**src/hdl/b64d_pkg.sv**
```systemverilog
package b64d_pkg;

  localparam int QueueDepth = 4;

  localparam logic [7:0] CharPlus  = 8'h2B;
  localparam logic [7:0] CharSlash = 8'h2F;

  typedef struct packed {
    logic [7:0] char_code;
    logic       end_of_message;
  } b64d_in_t;

  typedef struct packed {
    logic [7:0] data_byte;
    logic       has_data;
    logic       last;
  } b64d_out_t;

  // One group of results from up to four characters: up to three bytes, first byte on top.
  typedef struct packed {
    logic [23:0] bytes;
    logic [1:0]  num;
    logic        has_data;
    logic        last;
  } b64d_grp_t;

  // Bit 6 set means the code is outside the alphabet.
  function automatic logic [6:0] sextet_of(input logic [7:0] c);
    logic [6:0] s;
    if (c >= 8'h41 && c <= 8'h5A) begin
      s = {1'b0, 6'(c - 8'h41)};
    end else if (c >= 8'h61 && c <= 8'h7A) begin
      s = {1'b0, 6'(c - 8'h61 + 8'd26)};
    end else if (c >= 8'h30 && c <= 8'h39) begin
      s = {1'b0, 6'(c - 8'h30 + 8'd52)};
    end else if (c == CharPlus) begin
      s = 7'd62;
    end else if (c == CharSlash) begin
      s = 7'd63;
    end else begin
      s = 7'd64;
    end
    return s;
  endfunction

endpackage

```
**src/hdl/b64d_front.sv**
```systemverilog
module b64d_front
  import b64d_pkg::*;
(
  input  logic      clk,
  input  logic      rst,
  input  logic      chr_valid,
  output logic      chr_stall,
  input  b64d_in_t  chr,
  input  logic      q_full,
  output logic      push,
  output b64d_grp_t grp
);

  logic [1:0]  cnt;
  logic [17:0] acc;
  logic        stopped;

  logic [6:0]  sx;
  logic        hit;
  logic        accept;
  logic        grp_full;
  logic [23:0] v;
  logic [1:0]  cnt_upd;
  logic [17:0] acc_upd;
  logic        stopped_upd;

  assign chr_stall = q_full;
  assign accept    = chr_valid && !q_full;

  always_comb begin
    sx          = sextet_of(chr.char_code);
    hit         = !stopped && !sx[6];
    v           = {acc, sx[5:0]};
    grp_full    = hit && (cnt == 2'd3);
    stopped_upd = stopped || sx[6];
    cnt_upd     = cnt;
    acc_upd     = acc;
    if (hit) begin
      if (cnt == 2'd3) begin
        cnt_upd = 2'd0;
        acc_upd = '0;
      end else begin
        cnt_upd = cnt + 2'd1;
        acc_upd = v[17:0];
      end
    end

    // Full group first; otherwise flush what is held at message end.
    if (grp_full) begin
      grp = '{bytes: v, num: 2'd3, has_data: 1'b1, last: chr.end_of_message};
    end else begin
      case (cnt_upd)
        2'd2: grp = '{bytes: {acc_upd[11:4], 16'h0000}, num: 2'd1,
                      has_data: 1'b1, last: 1'b1};
        2'd3: grp = '{bytes: {acc_upd[17:10], acc_upd[9:2], 8'h00}, num: 2'd2,
                      has_data: 1'b1, last: 1'b1};
        default: grp = '{bytes: 24'h000000, num: 2'd1, has_data: 1'b0, last: 1'b1};
      endcase
    end
    push = accept && (grp_full || chr.end_of_message);
  end

  always_ff @(posedge clk) begin
    if (rst) begin
      cnt     <= '0;
      acc     <= '0;
      stopped <= 1'b0;
    end else if (accept) begin
      if (chr.end_of_message) begin
        cnt     <= '0;
        acc     <= '0;
        stopped <= 1'b0;
      end else begin
        cnt     <= cnt_upd;
        acc     <= acc_upd;
        stopped <= stopped_upd;
      end
    end
  end

endmodule

```
**src/hdl/b64d_queue.sv**
```systemverilog
module b64d_queue
  import b64d_pkg::*;
#(
  parameter int DEPTH = QueueDepth
) (
  input  logic      clk,
  input  logic      rst,
  input  logic      push,
  input  b64d_grp_t push_grp,
  output logic      full,
  input  logic      pop,
  output logic      q_valid,
  output b64d_grp_t q_grp
);

  localparam int PtrW = (DEPTH > 1) ? $clog2(DEPTH) : 1;
  localparam int CntW = $clog2(DEPTH + 1);

  b64d_grp_t           entries [DEPTH];
  logic [PtrW-1:0]     wr_ptr;
  logic [PtrW-1:0]     rd_ptr;
  logic [CntW-1:0]     count;
  logic                do_push;
  logic                do_pop;

  assign full    = (count == CntW'(DEPTH));
  assign q_valid = (count != '0);
  assign q_grp   = entries[rd_ptr];
  assign do_push = push && !full;
  assign do_pop  = pop && q_valid;

  function automatic logic [PtrW-1:0] wrap_inc(input logic [PtrW-1:0] p);
    return (p == PtrW'(DEPTH - 1)) ? '0 : p + PtrW'(1);
  endfunction

  always_ff @(posedge clk) begin
    if (do_push) begin
      entries[wr_ptr] <= push_grp;
    end
  end

  always_ff @(posedge clk) begin
    if (rst) begin
      wr_ptr <= '0;
      rd_ptr <= '0;
      count  <= '0;
    end else begin
      if (do_push) wr_ptr <= wrap_inc(wr_ptr);
      if (do_pop)  rd_ptr <= wrap_inc(rd_ptr);
      if (do_push && !do_pop) begin
        count <= count + CntW'(1);
      end else if (do_pop && !do_push) begin
        count <= count - CntW'(1);
      end
    end
  end

endmodule

```
**src/hdl/b64d_back.sv**
```systemverilog
module b64d_back
  import b64d_pkg::*;
(
  input  logic      clk,
  input  logic      rst,
  input  logic      q_valid,
  input  b64d_grp_t q_grp,
  output logic      pop,
  output logic      res_valid,
  input  logic      res_stall,
  output b64d_out_t res
);

  logic [23:0] bytes;
  logic [1:0]  rem;
  logic        has_data;
  logic        grp_last;
  logic        busy;
  logic        xfer;
  logic        final_item;

  assign xfer       = busy && !res_stall;
  assign final_item = (rem == 2'd1);
  assign pop        = q_valid && (!busy || (xfer && final_item));

  assign res_valid     = busy;
  assign res.data_byte = bytes[23:16];
  assign res.has_data  = has_data;
  assign res.last      = grp_last && final_item;

  always_ff @(posedge clk) begin
    if (rst) begin
      busy <= 1'b0;
    end else if (pop) begin
      busy <= 1'b1;
    end else if (xfer && final_item) begin
      busy <= 1'b0;
    end
  end

  always_ff @(posedge clk) begin
    if (pop) begin
      bytes    <= q_grp.bytes;
      rem      <= q_grp.num;
      has_data <= q_grp.has_data;
      grp_last <= q_grp.last;
    end else if (xfer && !final_item) begin
      // advance to the next byte of the group
      bytes <= {bytes[15:0], 8'h00};
      rem   <= rem - 2'd1;
    end
  end

endmodule

```
**src/hdl/base64_decoder_core.sv**
```systemverilog
// Streaming base64 decoder: takes one character per cycle on chr while
// chr_stall is low and sends decoded bytes on res, one per cycle while
// res_stall is low. Each character is classified and folded into the current
// group at once; a finished group (three bytes, the tail bytes at message end,
// or an empty end marker) goes into a queue of QUEUE_DEPTH groups, and the
// output side spells it out one byte at a time. A message never yields more
// results than it has characters, so chr_stall rises only while the queue is
// full, which happens only when res is stalled.
module base64_decoder_core
  import b64d_pkg::*;
#(
  parameter int QUEUE_DEPTH = QueueDepth
) (
  input  logic      clk,
  input  logic      rst,
  input  logic      chr_valid,
  output logic      chr_stall,
  input  b64d_in_t  chr,
  output logic      res_valid,
  input  logic      res_stall,
  output b64d_out_t res
);

  logic      push;
  b64d_grp_t push_grp;
  logic      q_full;
  logic      pop;
  logic      q_valid;
  b64d_grp_t q_grp;

  b64d_front u_front (
    .clk       (clk),
    .rst       (rst),
    .chr_valid (chr_valid),
    .chr_stall (chr_stall),
    .chr       (chr),
    .q_full    (q_full),
    .push      (push),
    .grp       (push_grp)
  );

  b64d_queue #(
    .DEPTH (QUEUE_DEPTH)
  ) u_queue (
    .clk      (clk),
    .rst      (rst),
    .push     (push),
    .push_grp (push_grp),
    .full     (q_full),
    .pop      (pop),
    .q_valid  (q_valid),
    .q_grp    (q_grp)
  );

  b64d_back u_back (
    .clk       (clk),
    .rst       (rst),
    .q_valid   (q_valid),
    .q_grp     (q_grp),
    .pop       (pop),
    .res_valid (res_valid),
    .res_stall (res_stall),
    .res       (res)
  );

endmodule

```
**config.mk**
```make
export PLATFORM = sky130hd
export DESIGN_NAME = base64_decoder_core
export DESIGN_NICKNAME = d
export VERILOG_FILES = /design/src/hdl/b64d_pkg.sv /design/src/hdl/b64d_front.sv /design/src/hdl/b64d_queue.sv /design/src/hdl/b64d_back.sv /design/src/hdl/base64_decoder_core.sv
export SDC_FILE = /design/constraint.sdc
export NUM_CORES = 1
export LEC_CHECK = 0
export BUFFER_PORTS_ARGS = -buffer_cell sky130_fd_sc_hd__buf_2
export CORE_ASPECT_RATIO = 1.75
export CORE_MARGIN = 2
export CORE_UTILIZATION = 50
export CTS_CLUSTER_DIAMETER = 200
export DETAILED_ROUTE_END_ITERATION = 10
export PLACE_DENSITY = 0.68
export RECOVER_POWER = 25
export SETUP_SLACK_MARGIN = 0.2
export SLEW_MARGIN = 0
export SYNTH_ARGS = -nofsm -noshare
export SYNTH_HDL_FRONTEND = slang
export SYNTH_SLANG_ARGS = --single-unit
export TNS_END_PERCENT = 1
```
**constraint.sdc**
```tcl
create_clock -name clk -period 8.5 [get_ports clk]
set_clock_uncertainty 0.2 [all_clocks]
set_input_delay 1.7 -clock clk [delete_from_list [all_inputs] [get_ports clk]]
set_output_delay 1.7 -clock clk [all_outputs]
set_load 0.05 [all_outputs]
```
# After elaboration in Yosys (flattened, before gate mapping)
# Memories as Yosys holds them, arrays and structs flattened. A register that Yosys moved wholly into a read port is not among the register bits.
# Index checks and enable logic that the tools add are counted.
dict set report word_totals {
  inputBits 13
  ram_bits 112
  out_inout_bits 12
  wordCells 100
  register_bits 57
  mem_count 1
}
# memory words word_bits read_ports rd_clocked_by_memory_dff wr line_no
set memory_table {}
lappend memory_table {u_queue.entries 4 28 1 1 1 b64d_queue.sv:19} ;# b64d_grp_t entries [DEPTH];
dict set report classes {
  n_eq_ne 9
  addsub 11
  order_cmp 6
  mux 28
  reduce_logical 33
}
# operator count
set op_table {}
lappend op_table {{$pmux 28 s2} 1}
lappend op_table {{$mux 18} 3}
lappend op_table {{$mux 24} 2}
lappend op_table {{$mux 7} 5}
lappend op_table {{$mux 28} 1}
lappend op_table {{$mux 2} 9}
lappend op_table {{$eq 8x6->1 const B} 2}
lappend op_table {{$ge 8x7->1 const B} 2}
lappend op_table {{$le 8x7->1 const B} 2}
lappend op_table {{$logic_and 1x1->1} 16}
lappend op_table {{$sub 6x6->6 const B} 2}
lappend op_table {{$eq 2x2->1 const B} 5}
lappend op_table {{$ge 8x6->1 const B} 1}
lappend op_table {{$le 8x6->1 const B} 1}
lappend op_table {{$logic_not 1->1} 8}
lappend op_table {{$reduce_bool 2->1} 4}
lappend op_table {{$add 2x1->2 const B} 3}
lappend op_table {{$add 6x5->6 const B} 1}
lappend op_table {{$add 6x6->6 const B} 1}
lappend op_table {{$mux 3} 2}
lappend op_table {{$sub 6x1->6 const B} 1}
lappend op_table {{$mux 1} 5}
lappend op_table {{$add 3x1->3 const B} 1}
lappend op_table {{$eq 3x3->1 const B} 1}
lappend op_table {{6 further kinds} 8}

# Logic depth before layout (Yosys ltp)
# Gate-level depths: netlist of the first run.
dict set report depth {
  word_depth 16
  ltp_mapped 13
  depth_no_buf 13
}

# Modules after synthesis
# Synthesis of the first run repeated with hierarchy kept, for this count alone.
dict set report hier_totals {
  cells_unflattened 511
  hier_area_um2 7861.3
}
# module cells_per_inst n_inst seq_area_each_um2 area_each_um2
set by_module_without_submodules {}
lappend by_module_without_submodules {b64d_queue 196 1 3543.4 4543.1}
lappend by_module_without_submodules {b64d_front 236 1 420.4 1994.4}
lappend by_module_without_submodules {b64d_back 79 1 860.8 1323.8}

# Worst setup path after synthesis of the first run
# Ideal clock, no wire load.
dict set report synth_timing {
  kind {input -> register}
  start {in chr[3] in the netlist's numbering}
  end {reg u_queue.count[2]}
  slack_ns 3.864
  setup_time_ns 0.071
  cell_stages 13
  t_required_ns 8.229
  path_buffers 0
  arrival_time_ns 4.366
  cell_sequence {inv_1 -> ha_1 -> a21oi_1 -> a31oi_1 -> a211oi_2 -> o21ai_2 -> a21oi_2 -> ha_1 -> inv_1 -> fa_1 -> xor2_1 -> or3_1 -> a21oi_1}
}
dict set report synth_between {
  elab_chain_cells 15
  word_cells_on_any_way 27
  cone_classes {order compare (6); eq/ne (2); mux (6); reduce/logical (13)}
}
# item line_no
set synth_lines {}
lappend synth_lines {{start, declared} base64_decoder_core.sv:18} ;# input b64d_in_t chr,
lappend synth_lines {{branches (longest 5 deep; another with $ge 8x6->1)} --}
lappend synth_lines {{$mux 7 *} b64d_pkg.sv:30} ;# if (c >= 8'h41 && c <= 8'h5A) begin
lappend synth_lines {{$logic_not 1->1 *} b64d_front.sv:32} ;# hit = !stopped && !sx[6];
lappend synth_lines {{$logic_and 1x1->1 *} b64d_front.sv:32}
lappend synth_lines {{$logic_and 1x1->1 *} b64d_front.sv:34} ;# grp_full = hit && (cnt == 2'd3);
lappend synth_lines {{$logic_or 1x1->1 *} b64d_front.sv:60} ;# push = accept && (grp_full || chr.end_of_message);
lappend synth_lines {{$logic_and 1x1->1 *} b64d_front.sv:60}
lappend synth_lines {{$logic_and 1x1->1 *} b64d_queue.sv:29} ;# assign do_push = push && !full;
lappend synth_lines {{via u_queue.do_push} b64d_queue.sv:23} ;# logic do_push;
lappend synth_lines {{$logic_not 1->1} b64d_queue.sv:52} ;# end else if (do_pop && !do_push) begin
lappend synth_lines {{$logic_and 1x1->1} b64d_queue.sv:52}
lappend synth_lines {{$reduce_bool 2->1 (no source line)} --}
lappend synth_lines {{end signal, assigned} b64d_queue.sv:51} ;# count <= count + CntW'(1);
lappend synth_lines {{end signal, assigned} b64d_queue.sv:53} ;# count <= count - CntW'(1);
lappend synth_lines {{end, declared} b64d_queue.sv:22} ;# logic [CntW-1:0] count;
# Mark *: on every way through the listed nets, which the timed path passes.
# A chain may end at the register's enable or synchronous reset.

==> results.sh, run 1 <==
export IMPL_outcome="complete, but fails checks"
export IMPL_failed_checks="max-capacitance violations, max-slew violations"
export IMPL_grt_pass1_vias=4544
export IMPL_area_growth_pct=10.6
export IMPL_syn_area_um2=7420
export IMPL_die_h_um=165
export IMPL_vias_per_cell=5.87
export IMPL_min_period_ns=5.02
export IMPL_multi_input_area_um2=2350
export IMPL_drc=0
export IMPL_cts_resized=0
export IMPL_synth_cell_types=53
export IMPL_synth_simple_gate_area_share=0.105
export IMPL_grt_setup_unrepaired="no"
export IMPL_synthCells=531
export IMPL_syn_area_per_cell_um2=14.0
export IMPL_fp_coreArea_um2=14400
export IMPL_reg2reg_depth=5
export IMPL_via_count=4363
export IMPL_grt_pass1_wl_mm=23.5
export IMPL_critPathTopFamily="compound AO/OA/AOI/OAI gates"
export IMPL_rows=58
export IMPL_clock_latency_ns=0.42
export IMPL_synthTopCellsByCount="140 x edfxtp_1, 70 x nand2_1, 36 x nor2_1"
export IMPL_power_density_nw_per_um2=300
export IMPL_synthMuxAreaShare=0.0906
export IMPL_cp_data_required_time_ns=8.43
export IMPL_crit_fanout=18
export IMPL_port_buffers=24
export IMPL_grt_usage=0.201
export IMPL_critPathBufInv=2
export IMPL_wire_per_inst_um=19.5
export IMPL_wirelength_mm=14.5
export IMPL_switchingPower_w=0.000778
export IMPL_placedInstanceArea_um2=7670
export IMPL_fin_crit_sh=0.590
export IMPL_finalHoldViolCount=0
export IMPL_fin_hold_ws_ns=0.285
export IMPL_dr_pass1_iters=5
export IMPL_maxCapViolCount=1
export IMPL_pwr_share_seq=0.462
export IMPL_crit_slowest_cell="o21ai_1"
export IMPL_synth_top_family_by_area="simple AND/OR/NAND/NOR gates"
export IMPL_synth_warnings=0
export IMPL_r2r_end="u_back.bytes[5]$_SDFFCE_PN0P_"
export IMPL_synth_fa_ha_area_frac=0.0314
export IMPL_slew_headroom=-0.289
export IMPL_overflow=0
export IMPL_fin_setup_tns_ns=0
export IMPL_cp_end_kind="register"
export IMPL_ir_worst_vdd_mv=0.170
export IMPL_synth_top_area_frac=0.567
export IMPL_synth_xor_area_frac=0.00590
export IMPL_ys_seq_area_frac=0.650
export IMPL_stdcell_area_um2=8210
export IMPL_n_antenna_cell=0
export IMPL_synth_edff_count=140
export IMPL_cpPeakStageDelay_ns=0.88
export IMPL_n_fill_cell=1162
export IMPL_grt_max_degree=31
export IMPL_synth_nets=562
export IMPL_start_kind="primary input"
export IMPL_cts_hold_buf=0
export IMPL_synth_area_leader_cell="edfxtp_1"
export IMPL_hpwl_mm=9.78
export IMPL_ys_flop_type="edfxtp_1"
export IMPL_max_freq_ghz=0.199
export IMPL_io_pin_count=25
export IMPL_tritoncts="done"
export IMPL_ant_nets=0
export IMPL_worst_slew_pin_slew_ns=1.93
export IMPL_p_int_w=0.00168
export IMPL_setup_viol=0
export IMPL_layout_nets=581
export IMPL_r2r_slack_ns=5.03
export IMPL_cts_sinks=171
export IMPL_cp_cell_sequence="clkbuf_1, inv_1, ha_1, nand2_1, o21ai_0, a41oi_1, a21oi_4, o21ai_1, nand2_1, o21ai_0"
export IMPL_fp_dieArea_um2=15900
export IMPL_path_clk_slew_ns=0.07
export IMPL_regArea_um2=4820
export IMPL_globalplace_congestion=0.941
export IMPL_arrival_ns=4.95
export IMPL_antenna_found_initial=0
export IMPL_synthArstFlopShare=0
export IMPL_hold_class="reg2reg"
export IMPL_synth_seq_cells=171
export IMPL_min_from="u_queue.rd_ptr[1]$_SDFFE_PP0P_"
export IMPL_setup_slack_ns=3.48
export IMPL_p_total_w=0.00246
export IMPL_place_ws_ns=3.34
export IMPL_slew_viol_final=29
export IMPL_numCtsBuffers=17
export IMPL_start_util=0.514
export IMPL_root_buffer="clkbuf_16"
export IMPL_drive_gt1_frac=0.149
export IMPL_path_class="in2reg"
export IMPL_drt_iter0_drc=356
export IMPL_cts_setup_buffers=0
export IMPL_synthTopCellsByArea="edfxtp_1 57%, mux4_2 8.5%, dfxtp_1 8.4%"
export IMPL_p_sw_frac=0.316
export IMPL_power_frac_clock=0.306
export IMPL_clock_path_buffers=2
export IMPL_p_leak_nw=2.90
export IMPL_synth_compound_area_frac=0.0857
export IMPL_htreeDepth=4
export IMPL_timing_rr_start="u_queue.count[0]$_SDFFE_PP0P_"
export IMPL_combPwrFrac=0.232
export IMPL_min_path_cells=2
export IMPL_synth_most_common_cell="edfxtp_1"
export IMPL_die_w_um=96.1
-- power groups by stage --
| stage | sequential (W) | clock, W | combinational [W] |
|---|---|---|---|
| floorplan | 0.00111 | 0 | 0.000512 |
| global placement | 0.00115 | 0 | 0.000588 |
| detailed placement | 0.00116 | 0 | 0.000592 |
| CTS | 0.00114 | 0.000767 | 0.000595 |
| global route | 0.00116 | 0.000806 | 0.000633 |
| finish | 0.00114 | 0.000753 | 0.000571 |
-- logic make-up after synthesis --
| logic type | after synthesis |
|---|---|
| xor gates and xnor gates | 5 |
| DFF | 171 |
| buffers and inverters | 49 |
| muxes | 32 |
| AOI/OAI and AO/OA | 90 |
| adders and majority gates | 18 |
| and+or+nand+nor | 166 |
-- flip-flops by register name (all words and copies together), names as in the netlist, 2 cells and up, named ones only --
signal           flops
u_queue.entries    112
u_back.bytes        24
u_front.acc         18
u_queue.count        3
u_back.rem           2
u_front.cnt          2
u_queue.rd_ptr       2
u_queue.wr_ptr       2
-- cells in the final DEF, fill, tap and decap left out, types with 4 or more instances in the layout --
master       n
inv_8        5
ha_1        17
a2bb2oi_1    5
buf_2        9
nor2_1      36
edfxtp_1   140
nor2b_1      9
and2_0       4
nor3_1       4
clkbuf_16   17
nand2b_1     8
inv_1       16
a21oi_1     23
dfxtp_1     31
mux4_2      28
a22oi_1     15
inv_6        4
a221o_1      4
buf_4        7
o21ai_0     15
a31oi_1      4
nand2_1     70
clkbuf_1    17
a22o_1       5
nand3_1      7
and2_1      11
-- stage by stage --
| step | std cells | util |
|---|---|---|
| after CTS | 743 | 0.571 |
| final | 743 | 0.568 |
| after floorplan | 531 | - |
| after detailed placement | 711 | 0.531 |
| after global routing | 743 | 0.568 |
| after global placement | 711 | 0.531 |
-- metal layers --
metal  vias up  part of all wire  track usage
met5         -                 0            0
li1       2031                 -            -
met2       126              0.54        0.355
met1      2177              0.39        0.230
met3        29             0.031       0.0349
met4         0             0.038       0.0987
-- area by class of cell --
cell class,instances,share of cell area
Clock buffer,17,0.0518
Inverter,16,0.00732
Timing Repair Buffer,33,0.0197
Tap cell,180,0.0274
Multi-Input combinational cell,311,0.287
Clock inverter,15,0.0188
Sequential cell,171,0.588
-- worst max path at each step --
stage	from	cells past startpoint	slack [ns]	end
after floorplan	chr[3]	13	3.86	u_queue.count[2]$_SDFFE_PP0P_
after global placement	chr[3]	14	3.40	u_queue.count[2]$_SDFFE_PP0P_
after detailed placement	chr[3]	14	3.34	u_queue.count[2]$_SDFFE_PP0P_
after CTS	chr[3]	14	3.75	u_queue.count[2]$_SDFFE_PP0P_
after global routing	chr[3]	10	3.14	u_queue.entries[2][24]$_DFFE_PP_
final	chr[3]	10	3.48	u_queue.entries[3][12]$_DFFE_PP_
-- worst reg2reg max path, delay by kind of cell (launching register included) --
family,cells,cell delay (ns)
and+or+nand+nor,3,1.13
buffers and inverters,2,1.53
DFF,1,0.36
Note: power is estimated with default switching activity, not from simulation.
==> run 2, diff against run 1 <==
==> constraint.sdc (replaced) <==
create_clock -name clk -period 4.7 [get_ports clk]
set_clock_uncertainty 0.2 [all_clocks]
set_input_delay 0.94 -clock clk [delete_from_list [all_inputs] [get_ports clk]]
set_output_delay 0.94 -clock clk [all_outputs]
set_load 0.05 [all_outputs]
==> results.sh, run 2 (synthesis results as in run 1) <==
export IMPL_via_count=4378
export IMPL_io_pin_count=25
export IMPL_path_class="in2reg"
export IMPL_overflow=0
export IMPL_maxCapViolCount=3
export IMPL_min_period_ns=4.07
export IMPL_crit_fanout=8
export IMPL_area_growth_pct=11.7
export IMPL_grt_pass1_wl_mm=24.1
export IMPL_drt_iter0_drc=327
export IMPL_worst_slew_pin_slew_ns=1.97
export IMPL_root_buffer="clkbuf_16"
export IMPL_fin_setup_tns_ns=0
export IMPL_wirelength_mm=15.1
export IMPL_p_leak_nw=2.95
export IMPL_layout_nets=584
export IMPL_setup_viol=0
export IMPL_slew_headroom=-0.317
export IMPL_wire_per_inst_um=20.2
export IMPL_cts_setup_buffers=0
export IMPL_grt_pass1_vias=4589
export IMPL_grt_usage=0.207
export IMPL_reg_top3="u_queue.entries (112), u_back.bytes (24), u_front.acc (18)"
export IMPL_reg2reg_depth=9
export IMPL_cts_sinks=171
export IMPL_stdcell_area_um2=8290
export IMPL_hpwl_mm=9.86
export IMPL_crit_path_start="chr[3]"
export IMPL_start_util=0.514
export IMPL_grt_setup_unrepaired="no"
export IMPL_tritoncts="done"
export IMPL_fp_coreArea_um2=14400
export IMPL_ant_nets=0
export IMPL_power_density_nw_per_um2=554
export IMPL_die_w_um=96.1
export IMPL_timing_rr_start="u_queue.count[0]$_SDFFE_PP0P_"
export IMPL_outcome="complete, but fails checks"
export IMPL_arrival_ns=4.19
export IMPL_numCtsBuffers=17
export IMPL_drc=0
export IMPL_rows=58
export IMPL_ir_worst_vdd_mv=0.227
export IMPL_cts_hold_buf=0
export IMPL_r2r_end="u_queue.count[2]$_SDFFE_PP0P_"
export IMPL_max_freq_ghz=0.246
export IMPL_start_kind="primary input"
export IMPL_largest_register="u_queue.entries"
export IMPL_path_clk_slew_ns=0.07
export IMPL_cp_end_kind="register"
export IMPL_crit_end="u_queue.count[2]$_SDFFE_PP0P_"
export IMPL_placedInstanceArea_um2=7690
export IMPL_largest_register_ffs=112
export IMPL_dr_pass1_iters=5
export IMPL_clock_path_buffers=2
export IMPL_fp_dieArea_um2=15900
export IMPL_n_fill_cell=1152
export IMPL_failed_checks="max-capacitance violations, max-slew violations"
export IMPL_grt_max_degree=31
export IMPL_fin_crit_sh=0.866
export IMPL_die_h_um=165
export IMPL_cp_data_required_time_ns=4.82
export IMPL_antenna_found_initial=0
export IMPL_final_cell_mix="140 x edfxtp_1, 70 x nand2_1, 36 x nor2_1, 30 x dfxtp_1, 28 x mux4_2"
export IMPL_drive_gt1_frac=0.161
export IMPL_r2r_slack_ns=0.97
export IMPL_port_buffers=24
export IMPL_final_common_cell="edfxtp_1"
export IMPL_cts_resized=0
export IMPL_globalplace_congestion=0.922
export IMPL_vias_per_cell=5.87
export IMPL_htreeDepth=4
export IMPL_clock_latency_ns=0.42
export IMPL_n_antenna_cell=0
export IMPL_finalHoldViolCount=0
export IMPL_hold_class="reg2reg"
export IMPL_slew_viol_final=87
export IMPL_utilization=0.574
run 2: changes by cell type in the layout (fill, tap and decap cells not counted), moves of 2 or more:
cell        previous run  this run
buf_2                  9        11
clkbuf_1              17        15
inv_8                  5         2
inv_6                  4         8
clkinv_2               2         0
bufinv_16              1         3
clkinvlp_4             3         1
buf_4                  7        10
run 2: worst min-delay path by stage:
stage / startpoint / endpoint / slack [ns] / cells past startpoint
4_1_cts: u_queue.rd_ptr[1]$_SDFFE_PP0P_ / register / 0.28 / 2
6_report: u_queue.rd_ptr[1]$_SDFFE_PP0P_ / register / 0.27 / 2
2_1_floorplan: u_queue.rd_ptr[1]$_SDFFE_PP0P_ / register / 0.25 / 2
3_3_place_gp: u_queue.rd_ptr[1]$_SDFFE_PP0P_ / register / 0.26 / 2
5_1_grt: u_queue.rd_ptr[1]$_SDFFE_PP0P_ / register / 0.30 / 2
3_5_place_dp: u_queue.rd_ptr[1]$_SDFFE_PP0P_ / register / 0.27 / 2
run 2: final cells by class:
class                      instances  area, um2  area share
clock buffer                      17        425      0.0513
sequential                       171       4830       0.582
inverter                          16       60.1     0.00725
multi-input combinational        311       2360       0.285
timing repair buffer              36        186      0.0225
tap                              180        225      0.0272
clock inverter                    15        199      0.0240
run 2: where the power goes:
| group | total [W] | internal [W] | switching [W] |
|---|---|---|---|
| clock network | 0.00146 | 0.000859 | 0.000604 |
| registers | 0.00210 | 0.00192 | 0.000177 |
| logic | 0.00103 | 0.000378 | 0.000649 |
| total | 0.00459 | 0.00316 | 0.00143 |
run 2: per-layer routing:
metal  global-route usage  share of wire
met5                    0              0
met3               0.0390          0.030
met2                0.368           0.56
met4               0.0896          0.022
met1                0.240           0.39
run 2: through the flow:
step | instances | hold WS (ns) | worst slack [ns] | total power (W)
6_report | 746 | 0.272 | 0.630 | 0.00459
3_5_place_dp | 714 | 0.267 | 0.520 | 0.00319
3_3_place_gp | 714 | 0.255 | 0.625 | 0.00316
2_1_floorplan | 531 | 0.254 | 0.824 | 0.00294
5_1_grt | 746 | 0.302 | 0.391 | 0.00482
4_1_cts | 746 | 0.276 | 0.976 | 0.00466
run 2: critical path, cell delays in order:
cell and delay, ns:
buf_2 0.15, inv_1 0.13, ha_1 0.28, nor2b_1 0.15, o21ai_0 0.31, a41o_1 0.30, o21ai_2 0.10, a21oi_1 0.47
ha_1 0.29, inv_1 0.06, fa_1 0.37, xor2_1 0.18, or3_1 0.30, a21oi_1 0.17
==> run 3, diff against run 2 <==
--- a/config.mk
+++ b/config.mk
@@ -5,7 +5,7 @@
 export SDC_FILE = /design/constraint.sdc
 export NUM_CORES = 1
 export LEC_CHECK = 0
-export BUFFER_PORTS_ARGS = -buffer_cell sky130_fd_sc_hd__buf_2
+export BUFFER_PORTS_ARGS = -buffer_cell sky130_fd_sc_hd__buf_4
 export CORE_ASPECT_RATIO = 1.75
 export CORE_MARGIN = 2
 export CORE_UTILIZATION = 50
==> results.sh, run 3 (synthesis results as in run 1) <==
export IMPL_ir_worst_vdd_mv=0.240
export IMPL_reg2reg_depth=5
export IMPL_grt_max_degree=31
export IMPL_clock_path_buffers=2
export IMPL_fp_dieArea_um2=15900
export IMPL_cpPeakStageDelay_ns=0.76
export IMPL_min_period_ns=3.99
export IMPL_largest_register="u_queue.entries"
export IMPL_die_h_um=165
export IMPL_numCtsBuffers=17
export IMPL_cp_data_required_time_ns=4.61
export IMPL_fin_crit_sh=0.849
export IMPL_critPathTopFamily="compound AO/OA/AOI/OAI gates"
export IMPL_drc=0
export IMPL_layout_nets=585
export IMPL_maxCapViolCount=2
export IMPL_area_growth_pct=11.5
export IMPL_setup_slack_ns=0.711
export IMPL_largest_register_ffs=112
export IMPL_vias_per_cell=5.83
export IMPL_min_path_cells=2
export IMPL_grt_usage=0.200
export IMPL_finalHoldViolCount=0
export IMPL_fin_setup_tns_ns=0
export IMPL_failed_checks="max-capacitance violations, max-slew violations"
export IMPL_dr_wl_met3_um=615
export IMPL_io_pin_count=25
export IMPL_path_class="in2reg"
export IMPL_crit_fanout=11
export IMPL_htreeDepth=4
export IMPL_drt_iter0_drc=323
export IMPL_clock_latency_ns=0.42
export IMPL_die_w_um=96.1
export IMPL_hpwl_mm=9.77
export IMPL_worst_slew_pin_slew_ns=1.94
export IMPL_p_total_w=0.00448
export IMPL_port_buffers=24
export IMPL_min_from="u_queue.rd_ptr[1]$_SDFFE_PP0P_"
export IMPL_root_buffer="clkbuf_16"
export IMPL_cts_sinks=171
export IMPL_max_freq_ghz=0.251
export IMPL_path_clk_slew_ns=0.07
export IMPL_tritoncts="done"
export IMPL_start_kind="primary input"
export IMPL_via_count=4354
export IMPL_hold_end="u_queue.rd_ptr[1]$_SDFFE_PP0P_"
export IMPL_slew_headroom=-0.294
export IMPL_crit_slowest_cell="a41oi_1"
export IMPL_grt_pass1_vias=4360
export IMPL_cp_end_kind="register"
export IMPL_cts_hold_buf=0
export IMPL_outcome="complete, but fails checks"
export IMPL_grt_pass1_wl_mm=23.2
export IMPL_reg_top3="u_queue.entries (112), u_back.bytes (24), u_front.acc (18)"
export IMPL_cts_resized=0
export IMPL_drive_gt1_frac=0.155
export IMPL_place_ws_ns=0.656
export IMPL_r2r_slack_ns=1.26
export IMPL_top_layer_used="met4"
export IMPL_final_common_cell="edfxtp_1"
export IMPL_n_antenna_cell=0
export IMPL_final_cell_mix="140 x edfxtp_1, 70 x nand2_1, 36 x nor2_1, 31 x dfxtp_1, 28 x mux4_2"
export IMPL_arrival_ns=3.90
export IMPL_n_fill_cell=1140
export IMPL_globalplace_congestion=0.884
export IMPL_hold_class="reg2reg"
export IMPL_stdcell_count=747
export IMPL_utilization=0.572
export IMPL_place_inst=715
export IMPL_ant_nets=0
export IMPL_r2r_end="u_back.bytes[5]$_SDFFCE_PN0P_"
export IMPL_fp_coreArea_um2=14400
export IMPL_overflow=0
export IMPL_rows=58
export IMPL_wl_met1_mm=5.68
export IMPL_cts_setup_buffers=0
export IMPL_power_density_nw_per_um2=541
export IMPL_timing_rr_start="u_queue.count[0]$_SDFFE_PP0P_"
export IMPL_start_util=0.514
export IMPL_dr_pass1_iters=6
export IMPL_setup_viol=0
export IMPL_wl_met2_mm=8.00
export IMPL_antenna_found_initial=0
export IMPL_p_leak_nw=2.95
export IMPL_grt_setup_unrepaired="no"
export IMPL_cp_cell_sequence="clkbuf_1, inv_1, ha_1, nor2b_1, o21ai_0, a41oi_1, a21o_1, nor3_1, buf_4, nor2_1, o221ai_1"
export IMPL_slew_viol_final=56
export IMPL_wire_per_inst_um=19.7
export IMPL_critPathBufInv=3
export IMPL_wirelength_mm=14.7
run 3: cell count changes in the layout (fill, tap and decap cells not counted), sizes merged:
| cell | change |
|---|---|
| buf | +1 |
| bufinv | -1 |
| clkbuf | +2 |
| clkinv | +4 |
| clkinvlp | +1 |
| inv | -6 |
run 3: worst max path at each step:
stage	slack (ns)	end	from	depth (start not counted)
after floorplan	0.82	u_queue.count[2]$_SDFFE_PP0P_	chr[3]	13
after global placement	0.69	u_queue.count[2]$_SDFFE_PP0P_	chr[3]	14
after detailed placement	0.66	u_queue.count[2]$_SDFFE_PP0P_	chr[3]	14
after CTS	1.11	u_queue.count[2]$_SDFFE_PP0P_	chr[3]	14
after global routing	0.44	u_queue.entries[0][20]$_DFFE_PP_	chr[2]	11
final	0.71	u_queue.entries[3][20]$_DFFE_PP_	chr[2]	11
run 3: cell type report:
cell class,count,area [um2],share of cell area
Sequential cell,171,4820,0.584
Multi-Input combinational cell,311,2350,0.284
Clock buffer,19,443,0.0536
Tap cell,180,225,0.0272
Timing Repair Buffer,37,221,0.0268
Clock inverter,13,141,0.0171
Inverter,16,60.1,0.00727
run 3: metrics by stage:
step	hold WS, ns	instance area [um2]
after detailed placement	0.286	7760
after global routing	0.328	8270
final	0.295	8270
after CTS	0.302	8340
after global placement	0.265	7760
after floorplan	0.254	7420
run 3: power breakdown:
| part | internal (W) | switching [W] | total (W) |
|---|---|---|---|
| logic | 0.000382 | 0.000666 | 0.00105 |
| registers | 0.00192 | 0.000139 | 0.00206 |
| clock network | 0.000802 | 0.000567 | 0.00137 |
run 3: routing by layer:
layer	global-route usage	up-vias
met5	0	-
met4	0.0929	0
met3	0.0390	25
met2	0.344	135
met1	0.238	2164
li1	-	2030
run 3: worst register-to-register path, delay by kind of cell (launching register included):
kind	cells	cell delay, ns
and+or+nand+nor	3	1.22
DFF	1	0.36
buffers and inverters	2	1.42
